[src/rtl/core/dcdc_pkg.sv]
// Package for the DC-DC duty controller: types, constants and command structs.
// Used by the controller, the datapath and the top level.
package dcdc_pkg;

	localparam int unsigned VW = 20;
	localparam int unsigned DW = 17;
	localparam int unsigned IW = 48;
	localparam int unsigned QW = 37;

	localparam logic [1:0] KIND_TICK = 2'd0;
	localparam logic [1:0] KIND_EN = 2'd1;
	localparam logic [1:0] KIND_DIS = 2'd2;
	localparam logic [1:0] KIND_RSVD = 2'd3;

	localparam logic [2:0] REG_SETPOINT = 3'd0;
	localparam logic [2:0] REG_STEP = 3'd1;
	localparam logic [2:0] REG_KP = 3'd2;
	localparam logic [2:0] REG_KI = 3'd3;
	localparam logic [2:0] REG_FF = 3'd4;
	localparam logic [2:0] REG_DMIN = 3'd5;
	localparam logic [2:0] REG_DMAX = 3'd6;
	localparam logic [2:0] REG_DRMAX = 3'd7;

	localparam logic signed [IW-1:0] PI_LIM = 48'sd164920033280;
	localparam logic [16:0] VIN_MIN_MV = 17'd1000;
	localparam logic [5:0] DIV_STEPS = 6'd37;

	typedef struct packed {
		logic load;
		logic ramp;
		logic mul;
		logic div_start;
		logic div_step;
		logic integ;
		logic pi;
		logic finish;
		logic enable;
		logic disable_clr;
		logic idle_tick;
	} dp_cmd_t;

	typedef struct packed {
		logic div_done;
		logic enabled;
	} dp_sts_t;

endpackage

[src/rtl/core/dcdc_ctrl.sv]
// Sequencer for the DC-DC duty controller: steps each item through the datapath.
// Depends on dcdc_pkg.
module dcdc_ctrl import dcdc_pkg::*; (
	input logic clk,
	input logic arst_n,
	input logic in_valid,
	input logic [1:0] in_kind,
	output logic in_ready,
	input logic out_free,
	output logic out_load,
	output dp_cmd_t cmd,
	input dp_sts_t sts
);

	typedef enum logic [7:0] {
		S_IDLE = 8'b00000001,
		S_RAMP = 8'b00000010,
		S_MUL = 8'b00000100,
		S_DIVS = 8'b00001000,
		S_DIV = 8'b00010000,
		S_INT = 8'b00100000,
		S_PI = 8'b01000000,
		S_FIN = 8'b10000000
	} state_t;

	state_t state_q;

	assign in_ready = (state_q == S_IDLE) && out_free;

	always_comb begin
		cmd = '0;
		out_load = 1'b0;
		case (state_q)
			S_IDLE: begin
				if (in_valid && out_free) begin
					cmd.load = 1'b1;
					case (in_kind)
						KIND_EN: begin
							cmd.enable = 1'b1;
							out_load = 1'b1;
						end
						KIND_DIS: begin
							cmd.disable_clr = 1'b1;
							out_load = 1'b1;
						end
						KIND_TICK: begin
							if (!sts.enabled) begin
								cmd.idle_tick = 1'b1;
								out_load = 1'b1;
							end
						end
						default: out_load = 1'b1;
					endcase
				end
			end
			S_RAMP: cmd.ramp = 1'b1;
			S_MUL: cmd.mul = 1'b1;
			S_DIVS: cmd.div_start = 1'b1;
			S_DIV: cmd.div_step = 1'b1;
			S_INT: cmd.integ = 1'b1;
			S_PI: cmd.pi = 1'b1;
			S_FIN: cmd.finish = 1'b1;
			default: ;
		endcase
	end

	always_ff @(posedge clk or negedge arst_n) begin
		if (!arst_n) begin
			state_q <= S_IDLE;
		end else begin
			case (state_q)
				S_IDLE: begin
					if (in_valid && out_free && in_kind == KIND_TICK && sts.enabled)
						state_q <= S_RAMP;
				end
				S_RAMP: state_q <= S_MUL;
				S_MUL: state_q <= S_DIVS;
				S_DIVS: state_q <= S_DIV;
				S_DIV: begin
					if (sts.div_done) state_q <= S_INT;
				end
				S_INT: state_q <= S_PI;
				S_PI: state_q <= S_FIN;
				S_FIN: state_q <= S_IDLE;
				default: state_q <= S_IDLE;
			endcase
		end
	end

endmodule

[src/rtl/core/dcdc_dp.sv]
// Datapath for the DC-DC duty controller: ramp, feedforward divider, PI and clamps.
// Depends on dcdc_pkg; driven by dcdc_ctrl.
module dcdc_dp import dcdc_pkg::*; (
	input logic clk,
	input logic arst_n,
	input dp_cmd_t cmd,
	output dp_sts_t sts,
	input logic [16:0] vin,
	input logic [19:0] vbus,
	input logic [19:0] setpoint,
	input logic [15:0] step,
	input logic [23:0] kp,
	input logic [23:0] ki,
	input logic [16:0] ffg,
	input logic [16:0] dmin,
	input logic [16:0] dmax,
	input logic [16:0] drmax,
	output logic [16:0] duty,
	output logic enabled,
	output logic [19:0] ramp
);

	logic enabled_q;
	logic [19:0] ramp_q;
	logic signed [IW-1:0] integ_q;
	logic [16:0] duty_q;
	logic [16:0] vin_q;
	logic [19:0] vbus_q;
	logic signed [20:0] err_q;
	logic [QW-1:0] num_q;
	logic [QW-1:0] quo_q;
	logic [17:0] rem_q;
	logic [5:0] cnt_q;
	logic signed [IW-1:0] pterm_q;
	logic signed [IW-1:0] pi_q;

	logic [20:0] ramp_sum;
	logic [19:0] ramp_nxt;
	logic [18:0] rem_sh;
	logic [18:0] rem_sub;
	logic signed [IW:0] isum;
	logic signed [IW:0] psum;
	logic signed [IW:0] lim_e;
	logic signed [IW-1:0] iclamp;
	logic signed [IW-1:0] pclamp;
	logic [QW-1:0] ffc;
	logic [QW-1:0] ff_prod;
	logic signed [45:0] ki_prod;
	logic signed [45:0] kp_prod;
	logic signed [19:0] ff;
	logic signed [19:0] corr;
	logic signed [19:0] sum;
	logic [16:0] ceil;
	logic [15:0] step_e;
	logic signed [IW-1:0] pi_shift;

	assign step_e = (step == 16'd0) ? 16'd1 : step;
	assign ramp_sum = {1'b0, ramp_q} + {5'd0, step_e};
	always_comb begin
		if (ramp_q < setpoint)
			ramp_nxt = (ramp_sum > {1'b0, setpoint}) ? setpoint : ramp_sum[19:0];
		else
			ramp_nxt = setpoint;
	end

	assign ff_prod = ramp_q * ffg;
	assign ki_prod = $signed({1'b0, ki}) * err_q;
	assign kp_prod = $signed({1'b0, kp}) * err_q;

	assign rem_sh = {rem_q, num_q[QW-1]};
	assign rem_sub = rem_sh - {2'd0, vin_q};

	assign lim_e = {PI_LIM[IW-1], PI_LIM};
	assign isum = {pterm_q[IW-1], pterm_q} + {integ_q[IW-1], integ_q};
	assign iclamp = (isum < -lim_e) ? -PI_LIM :
		(isum > lim_e) ? PI_LIM : isum[IW-1:0];
	assign psum = {pterm_q[IW-1], pterm_q} + {integ_q[IW-1], integ_q};
	assign pclamp = (psum < -lim_e) ? -PI_LIM :
		(psum > lim_e) ? PI_LIM : psum[IW-1:0];

	always_comb begin
		if (vin_q < VIN_MIN_MV) begin
			ffc = {20'd0, dmin};
		end else if (quo_q < {20'd0, dmin}) begin
			ffc = {20'd0, dmin};
		end else if (quo_q > {20'd0, dmax}) begin
			ffc = {20'd0, dmax};
		end else begin
			ffc = quo_q;
		end
		ff = signed'({3'd0, ffc[16:0]});
		pi_shift = (pi_q + PI_LIM) >>> 24;
		corr = pi_shift[19:0] - 20'sd9830;
		sum = ff + corr;
		ceil = ((ramp_q < setpoint) && (dmax > drmax)) ? drmax : dmax;
	end

	always_ff @(posedge clk or negedge arst_n) begin
		if (!arst_n) begin
			enabled_q <= 1'b0;
			ramp_q <= '0;
			integ_q <= '0;
			duty_q <= '0;
			cnt_q <= '0;
		end else begin
			if (cmd.load) begin
				vin_q <= vin;
				vbus_q <= vbus;
			end
			if (cmd.enable) enabled_q <= 1'b1;
			if (cmd.disable_clr) begin
				enabled_q <= 1'b0;
				ramp_q <= '0;
				integ_q <= '0;
				duty_q <= '0;
			end
			if (cmd.idle_tick) duty_q <= '0;
			if (cmd.ramp) ramp_q <= ramp_nxt;
			if (cmd.mul) begin
				num_q <= ff_prod;
				err_q <= $signed({1'b0, ramp_q}) - $signed({1'b0, vbus_q});
			end
			if (cmd.div_start) begin
				rem_q <= '0;
				quo_q <= '0;
				cnt_q <= DIV_STEPS;
				pterm_q <= IW'(ki_prod);
			end
			if (cmd.div_step && cnt_q != 6'd0) begin
				if (!rem_sub[18]) begin
					rem_q <= rem_sub[17:0];
					quo_q <= {quo_q[QW-2:0], 1'b1};
				end else begin
					rem_q <= rem_sh[17:0];
					quo_q <= {quo_q[QW-2:0], 1'b0};
				end
				num_q <= {num_q[QW-2:0], 1'b0};
				cnt_q <= cnt_q - 6'd1;
			end
			if (cmd.integ) begin
				integ_q <= iclamp;
				pterm_q <= IW'(kp_prod);
			end
			if (cmd.pi) pi_q <= pclamp;
			if (cmd.finish) begin
				if (sum < $signed({3'd0, dmin})) duty_q <= dmin;
				else if (sum > $signed({3'd0, ceil})) duty_q <= ceil;
				else duty_q <= sum[16:0];
			end
		end
	end

	assign sts.div_done = (cnt_q == 6'd1) || (cmd.div_step && cnt_q == 6'd0);
	assign sts.enabled = enabled_q;
	assign duty = duty_q;
	assign enabled = enabled_q;
	assign ramp = ramp_q;

endmodule

[src/rtl/core/dcdc_duty_pi_softstart.sv]
// Top level of the DC-DC duty controller: stream ports, register file, output register.
// Depends on dcdc_pkg, dcdc_ctrl and dcdc_dp.
//
// A tick goes through the ramp, the multiply and the divider start, restoring division
// for the feedforward quotient, then the integrator, the PI sum and the final clamp; the
// out_load_d_q register then loads the output register. Enable, disable, unused kinds and
// ticks while disabled are handled on acceptance and reach the output register the same
// way. One item is worked on at a time and the next is accepted only after the result
// has been taken.
module dcdc_duty_pi_softstart import dcdc_pkg::*; (
	input logic clk,
	input logic arst_n,
	input logic s_tvalid,
	output logic s_tready,
	input logic [39:0] s_tdata, // vin_mv[16:0], vbus_mv[36:17], zero fill
	input logic [1:0] s_tuser, // kind
	output logic m_tvalid,
	input logic m_tready,
	output logic [39:0] m_tdata, // duty[16:0], ramp_ref_mv[36:17], zero fill
	output logic [1:0] m_tuser, // pwm_on[0], soft_starting[1]
	input logic cfg_valid,
	output logic cfg_ready,
	input logic [2:0] cfg_index,
	input logic [23:0] cfg_data
);

	logic [19:0] setpoint_q;
	logic [15:0] step_q;
	logic [23:0] kp_q, ki_q;
	logic [16:0] ffg_q, dmin_q, dmax_q, drmax_q;
	dp_cmd_t cmd;
	dp_sts_t sts;
	logic out_load, out_free, out_load_d_q;
	logic [16:0] duty;
	logic en;
	logic [19:0] ramp;
	logic m_valid_q;
	logic [39:0] m_data_q;
	logic [1:0] m_user_q;
	logic pending_q;

	assign cfg_ready = 1'b1;

	always_ff @(posedge clk or negedge arst_n) begin
		if (!arst_n) begin
			setpoint_q <= 20'd400000;
			step_q <= 16'd1;
			kp_q <= 24'd879609;
			ki_q <= 24'd659;
			ffg_q <= 17'd16384;
			dmin_q <= 17'd0;
			dmax_q <= 17'd62259;
			drmax_q <= 17'd32768;
		end else if (cfg_valid) begin
			case (cfg_index)
				REG_SETPOINT: setpoint_q <= cfg_data[19:0];
				REG_STEP: step_q <= cfg_data[15:0];
				REG_KP: kp_q <= cfg_data;
				REG_KI: ki_q <= cfg_data;
				REG_FF: ffg_q <= cfg_data[16:0];
				REG_DMIN: dmin_q <= cfg_data[16:0];
				REG_DMAX: dmax_q <= cfg_data[16:0];
				REG_DRMAX: drmax_q <= cfg_data[16:0];
				default: ;
			endcase
		end
	end

	assign out_free = !m_valid_q && !pending_q;

	dcdc_ctrl u_ctrl (
		.clk(clk), .arst_n(arst_n),
		.in_valid(s_tvalid), .in_kind(s_tuser), .in_ready(s_tready),
		.out_free(out_free), .out_load(out_load), .cmd(cmd), .sts(sts)
	);

	dcdc_dp u_dp (
		.clk(clk), .arst_n(arst_n), .cmd(cmd), .sts(sts),
		.vin(s_tdata[16:0]), .vbus(s_tdata[36:17]),
		.setpoint(setpoint_q), .step(step_q), .kp(kp_q), .ki(ki_q), .ffg(ffg_q),
		.dmin(dmin_q), .dmax(dmax_q), .drmax(drmax_q),
		.duty(duty), .enabled(en), .ramp(ramp)
	);

	always_ff @(posedge clk or negedge arst_n) begin
		if (!arst_n) begin
			m_valid_q <= 1'b0;
			pending_q <= 1'b0;
			out_load_d_q <= 1'b0;
		end else begin
			out_load_d_q <= out_load || cmd.finish;
			pending_q <= (s_tvalid && s_tready) ? 1'b1 : (out_load_d_q ? 1'b0 : pending_q);
			if (out_load_d_q) begin
				m_valid_q <= 1'b1;
				m_data_q <= {3'd0, ramp, duty};
				m_user_q <= {en && (ramp < setpoint_q), en};
			end else if (m_tready) begin
				m_valid_q <= 1'b0;
			end
		end
	end

	assign m_tvalid = m_valid_q;
	assign m_tdata = m_data_q;
	assign m_tuser = m_user_q;

endmodule

[config.mk]
export PLATFORM = sky130hd
export DESIGN_NAME = dcdc_duty_pi_softstart
export DESIGN_NICKNAME = d
export VERILOG_FILES = /design/src/rtl/core/dcdc_pkg.sv /design/src/rtl/core/dcdc_ctrl.sv /design/src/rtl/core/dcdc_dp.sv /design/src/rtl/core/dcdc_duty_pi_softstart.sv
export SDC_FILE = /design/constraint.sdc
export NUM_CORES = 2
export LEC_CHECK = 0
export CAP_MARGIN = 40
export CORE_MARGIN = 4
export CORE_UTILIZATION = 25
export DETAILED_ROUTE_END_ITERATION = 10
export DONT_BUFFER_PORTS = 1
export GPL_TIMING_DRIVEN = 0
export HOLD_SLACK_MARGIN = 0.1
export SLEW_MARGIN = 20
export SYNTH_ARGS = -nofsm -noshare
export SYNTH_HDL_FRONTEND = slang
export SYNTH_SLANG_ARGS = --single-unit
[constraint.sdc]
create_clock -name clk -period 11.3 [get_ports clk]
set_clock_uncertainty 0.2 [all_clocks]
set_input_delay 2.825 -clock clk [delete_from_list [all_inputs] [get_ports clk]]
set_output_delay 2.825 -clock clk [all_outputs]
set_load 0.03 [all_outputs]
==> impl_metrics.csv <==
group,metric,value,unit
outcome,status,"finished, final reports clean",
routing,ant_nets,0,
place,port_buffers,0,
synthesis,yosysWarnings,0,
sta,hold_violations,0,
clock_tree,insertion_delay,0.69,ns
worst_setup_path,worstSetupPathType,"reg -> reg",
clock_tree,cts_tree,"done",
worst_setup_path,slowest_delay,0.74,ns
clock_tree,cts_buffer_depth,3,
worst_setup_path,crit_slowest_cell,"o31ai_1",
floorplanning,io_pins,119,
floorplanning,die_y,551,um
min_path,min_from,"u_dp.duty[16]",
synthesis,synth_area_per_cell,9.38,um^2
finish,postLayoutCellArea,81800,um^2
sta,setup_viol,0,
clock_tree,h-tree-depth,3,
grt,grt_max_degree,264,
sta,timing.max_slew.rel_slack,0.226,
finish,drive_above_1_share,0.0517,
clock_tree,cts-root-buf,"clkbuf_16",
synthesis,syn-cell-area,73800,um^2
synthesis,ys_types,85,
synthesis,ys.flop_type,"edfxtp_1",
min_path,hp-class,"reg -> reg",
place,gp_congestion,0.921,
clock_tree,holdBufCountCts,0,
worst_setup_path,r2r_setup_slack,0.46,ns
synthesis,ys_seq_elements,510,
floorplanning,start_util,0.251,
grt,grt_pass1_vias,57000,
worst_setup_path,arrival,11.05,ns
sta,slew_violations,0,
clock_tree,numCtsBuffers,67,
synthesis,ys_seq_area_frac,0.191,
routing,drt_iter0_drc,4528,
floorplanning,rows,199,
grt,grt_pass1_wl,352,mm
grt,antenna_found_initial,23,
routing,dr_total_vias,56500,
floorplanning,die_w,551,um
clock_tree,cts_sinks,510,
routing,drc,0,
worst_setup_path,cp-end-kind,"register",
worst_setup_path,cp_max_fo,10,
finish,fillers,31400,
finish,nets,9916,
synthesis,synthCells,7871,
place,placed_area,79300,um^2
clock_tree,cts_setup_buffers,0,
place,dp_hpwl,190,mm
sta,min_period_over_period,0.959,
floorplanning,die_area,304000,um^2
sta,fmax,92.3,MHz
clock_tree,cts_resized,0,
min_path,hold_path_end,"m_tdata[16]",
worst_setup_path,cp.required,11.51,ns
worst_setup_path,critPathMostFrequentCell,"fa_1",
grt,overflow,0,
routing,drt_first_pass_iters,5,
routing,wl_per_cell,19.3,um
min_path,holdPathStages,0,
finish,area_growth,10.8,%
worst_setup_path,rr_endpoint,"u_dp.pterm_q[44]",
synthesis,synth_edf_count,255,
synthesis,async_reset_ff_frac,0.500,
clock_tree,clkTransAtPathRegs,0.06,ns
grt,grt_use_total,0.152,
job,drv_cap,0,
worst_setup_path,reg2regPathDepth,28,
routing,routed_wirelength,231,mm
floorplanning,core,294000,um^2
sta,layout_min_cycle_time,10.84,ns
worst_setup_path,start_kind,"register",
sta,tightest_slew,1.16,ns
worst_setup_path,r2r_start,"u_dp.err_q[7]",
sta,grt_setup_unrepaired,"no",
sta,fin_tns_setup,0,ns
routing,viasPerCell,4.71,
==> worst max path at each step <==
stage                       end           from
5_1_grt        u_dp.pterm_q[44]  u_dp.err_q[7]
3_5_place_dp   u_dp.pterm_q[44]  u_dp.err_q[6]
6_report       u_dp.pterm_q[44]  u_dp.err_q[7]
3_3_place_gp   u_dp.pterm_q[44]  u_dp.err_q[6]
4_1_cts        u_dp.pterm_q[44]  u_dp.err_q[6]
2_1_floorplan     u_dp.duty[10]      dmax_q[1]
==> through the flow <==
step	hold slack (ns)	std cells	util	setup WS, ns
after detailed placement	0.228	11800	0.270	0.801
after CTS	0.242	12000	0.278	0.720
after floorplan	0.217	7873	-	3.11
after global placement	0.222	11800	0.268	0.667
after global routing	0.252	12000	0.278	0.287
final	0.240	12000	0.278	0.464
==> critical path, delay by kind of cell (launching register included) <==
| kind | cells | cell delay, ns |
|---|---|---|
| AO/OA/AOI/OAI | 8 | 3.22 |
| XOR/XNOR | 1 | 0.24 |
| adder cells (fa/ha/maj) | 8 | 3.76 |
| buffers and inverters | 8 | 1.78 |
| flip-flops | 1 | 0.58 |
| multiplexers | 1 | 0.39 |
| AND/OR/NAND/NOR | 2 | 0.37 |
==> Yosys cell counts (all sizes together) (21+ instances only) <==
cell type | number | area, um^2
mux2 | 146 | 1640
a211oi | 37 | 283
nor4 | 32 | 200
a22o | 32 | 280
and2 | 408 | 2550
inv | 1398 | 5250
o21ai | 217 | 1090
dfrtp | 216 | 5410
clkbuf | 375 | 1410
xor2 | 97 | 850
nand4 | 32 | 200
and3 | 36 | 225
nand3 | 87 | 435
o31ai | 29 | 218
nand2b | 73 | 457
mux2i | 61 | 611
ha | 738 | 9230
nor2 | 161 | 604
a221o | 23 | 230
or3 | 23 | 144
nor3 | 76 | 392
a21o | 158 | 1190
xnor2 | 114 | 998
o21bai | 25 | 188
fa | 1106 | 22100
buf | 24 | 125
or2 | 24 | 153
a21oi | 247 | 1240
o21a | 44 | 330
nor2b | 35 | 219
edfxtp | 255 | 7660
a31oi | 33 | 206
nand2 | 1239 | 4650
dfstp | 39 | 1020
o211ai | 21 | 158
==> placed cells by master, fill, tap and decap left out, types with 61 or more instances in the layout <==
| master | count |
|---|---|
| inv_1 | 1398 |
| dfrtp_1 | 216 |
| mux2_2 | 146 |
| edfxtp_1 | 255 |
| a21oi_1 | 246 |
| and2_1 | 404 |
| nand2b_1 | 73 |
| xor2_1 | 97 |
| ha_1 | 738 |
| o21ai_0 | 216 |
| a21o_1 | 158 |
| clkbuf_1 | 385 |
| nand3_1 | 87 |
| nor3_1 | 73 |
| nand2_1 | 1239 |
| mux2i_1 | 61 |
| fa_1 | 1106 |
| nor2_1 | 161 |
| xnor2_1 | 114 |
| clkbuf_16 | 69 |
==> flip-flops by register name, indices dropped and copies added, names as in the netlist, 18 cells and up <==
signal	count
u_dp.ramp	20
m_tdata	37
setpoint_q	20
ki_q	24
u_dp.quo_q	37
kp_q	24
u_dp.pterm_q	46
u_dp.pi_q	20
u_dp.num_q	37
u_dp.rem_q	18
u_dp.err_q	21
u_dp.integ_q	48
u_dp.vbus_q	20
==> routing by layer <==
metal  share of wire  vias to the layer above  global-route usage
met3           0.081                      452              0.0323
met2            0.46                     1988               0.242
met5         0.00042                        -                   0
li1                -                    25400                   -
met4           0.047                       14              0.0621
met1            0.42                    28600               0.199
==> cell type report <==
class	instances	area, um^2	share of cell area
multi-input cells	5565	53000	0.648
flip-flops and latches	510	14100	0.172
inverters	1399	5250	0.0642
well taps	3919	4900	0.0600
clock buffers	90	1910	0.0233
plain buffers	399	1530	0.0188
repair buffers	56	652	0.00797
clock inverters	34	425	0.00520
diodes	8	20.0	0.000245
==> kinds of logic (layout without fill, tap and decap cells) <==
| kind of cell | after synthesis | count (layout) | synth area share |
|---|---|---|---|
| and+or+nand+nor | 2283 | 2283 | 0.145 |
| adders and majority gates | 1844 | 1844 | 0.425 |
| buffers and inverters | 1798 | 1978 | 0.0919 |
| AOI/OAI and AO/OA | 1016 | 1016 | 0.0912 |
| DFF | 510 | 510 | 0.191 |
| xor gates and xnor gates | 211 | 211 | 0.0250 |
| muxes | 207 | 207 | 0.0306 |
| other | 2 | 12 | 0.000102 |
Power is not shown: default switching activity piles up to over one toggle a cycle in this logic, so the estimate is an artifact.
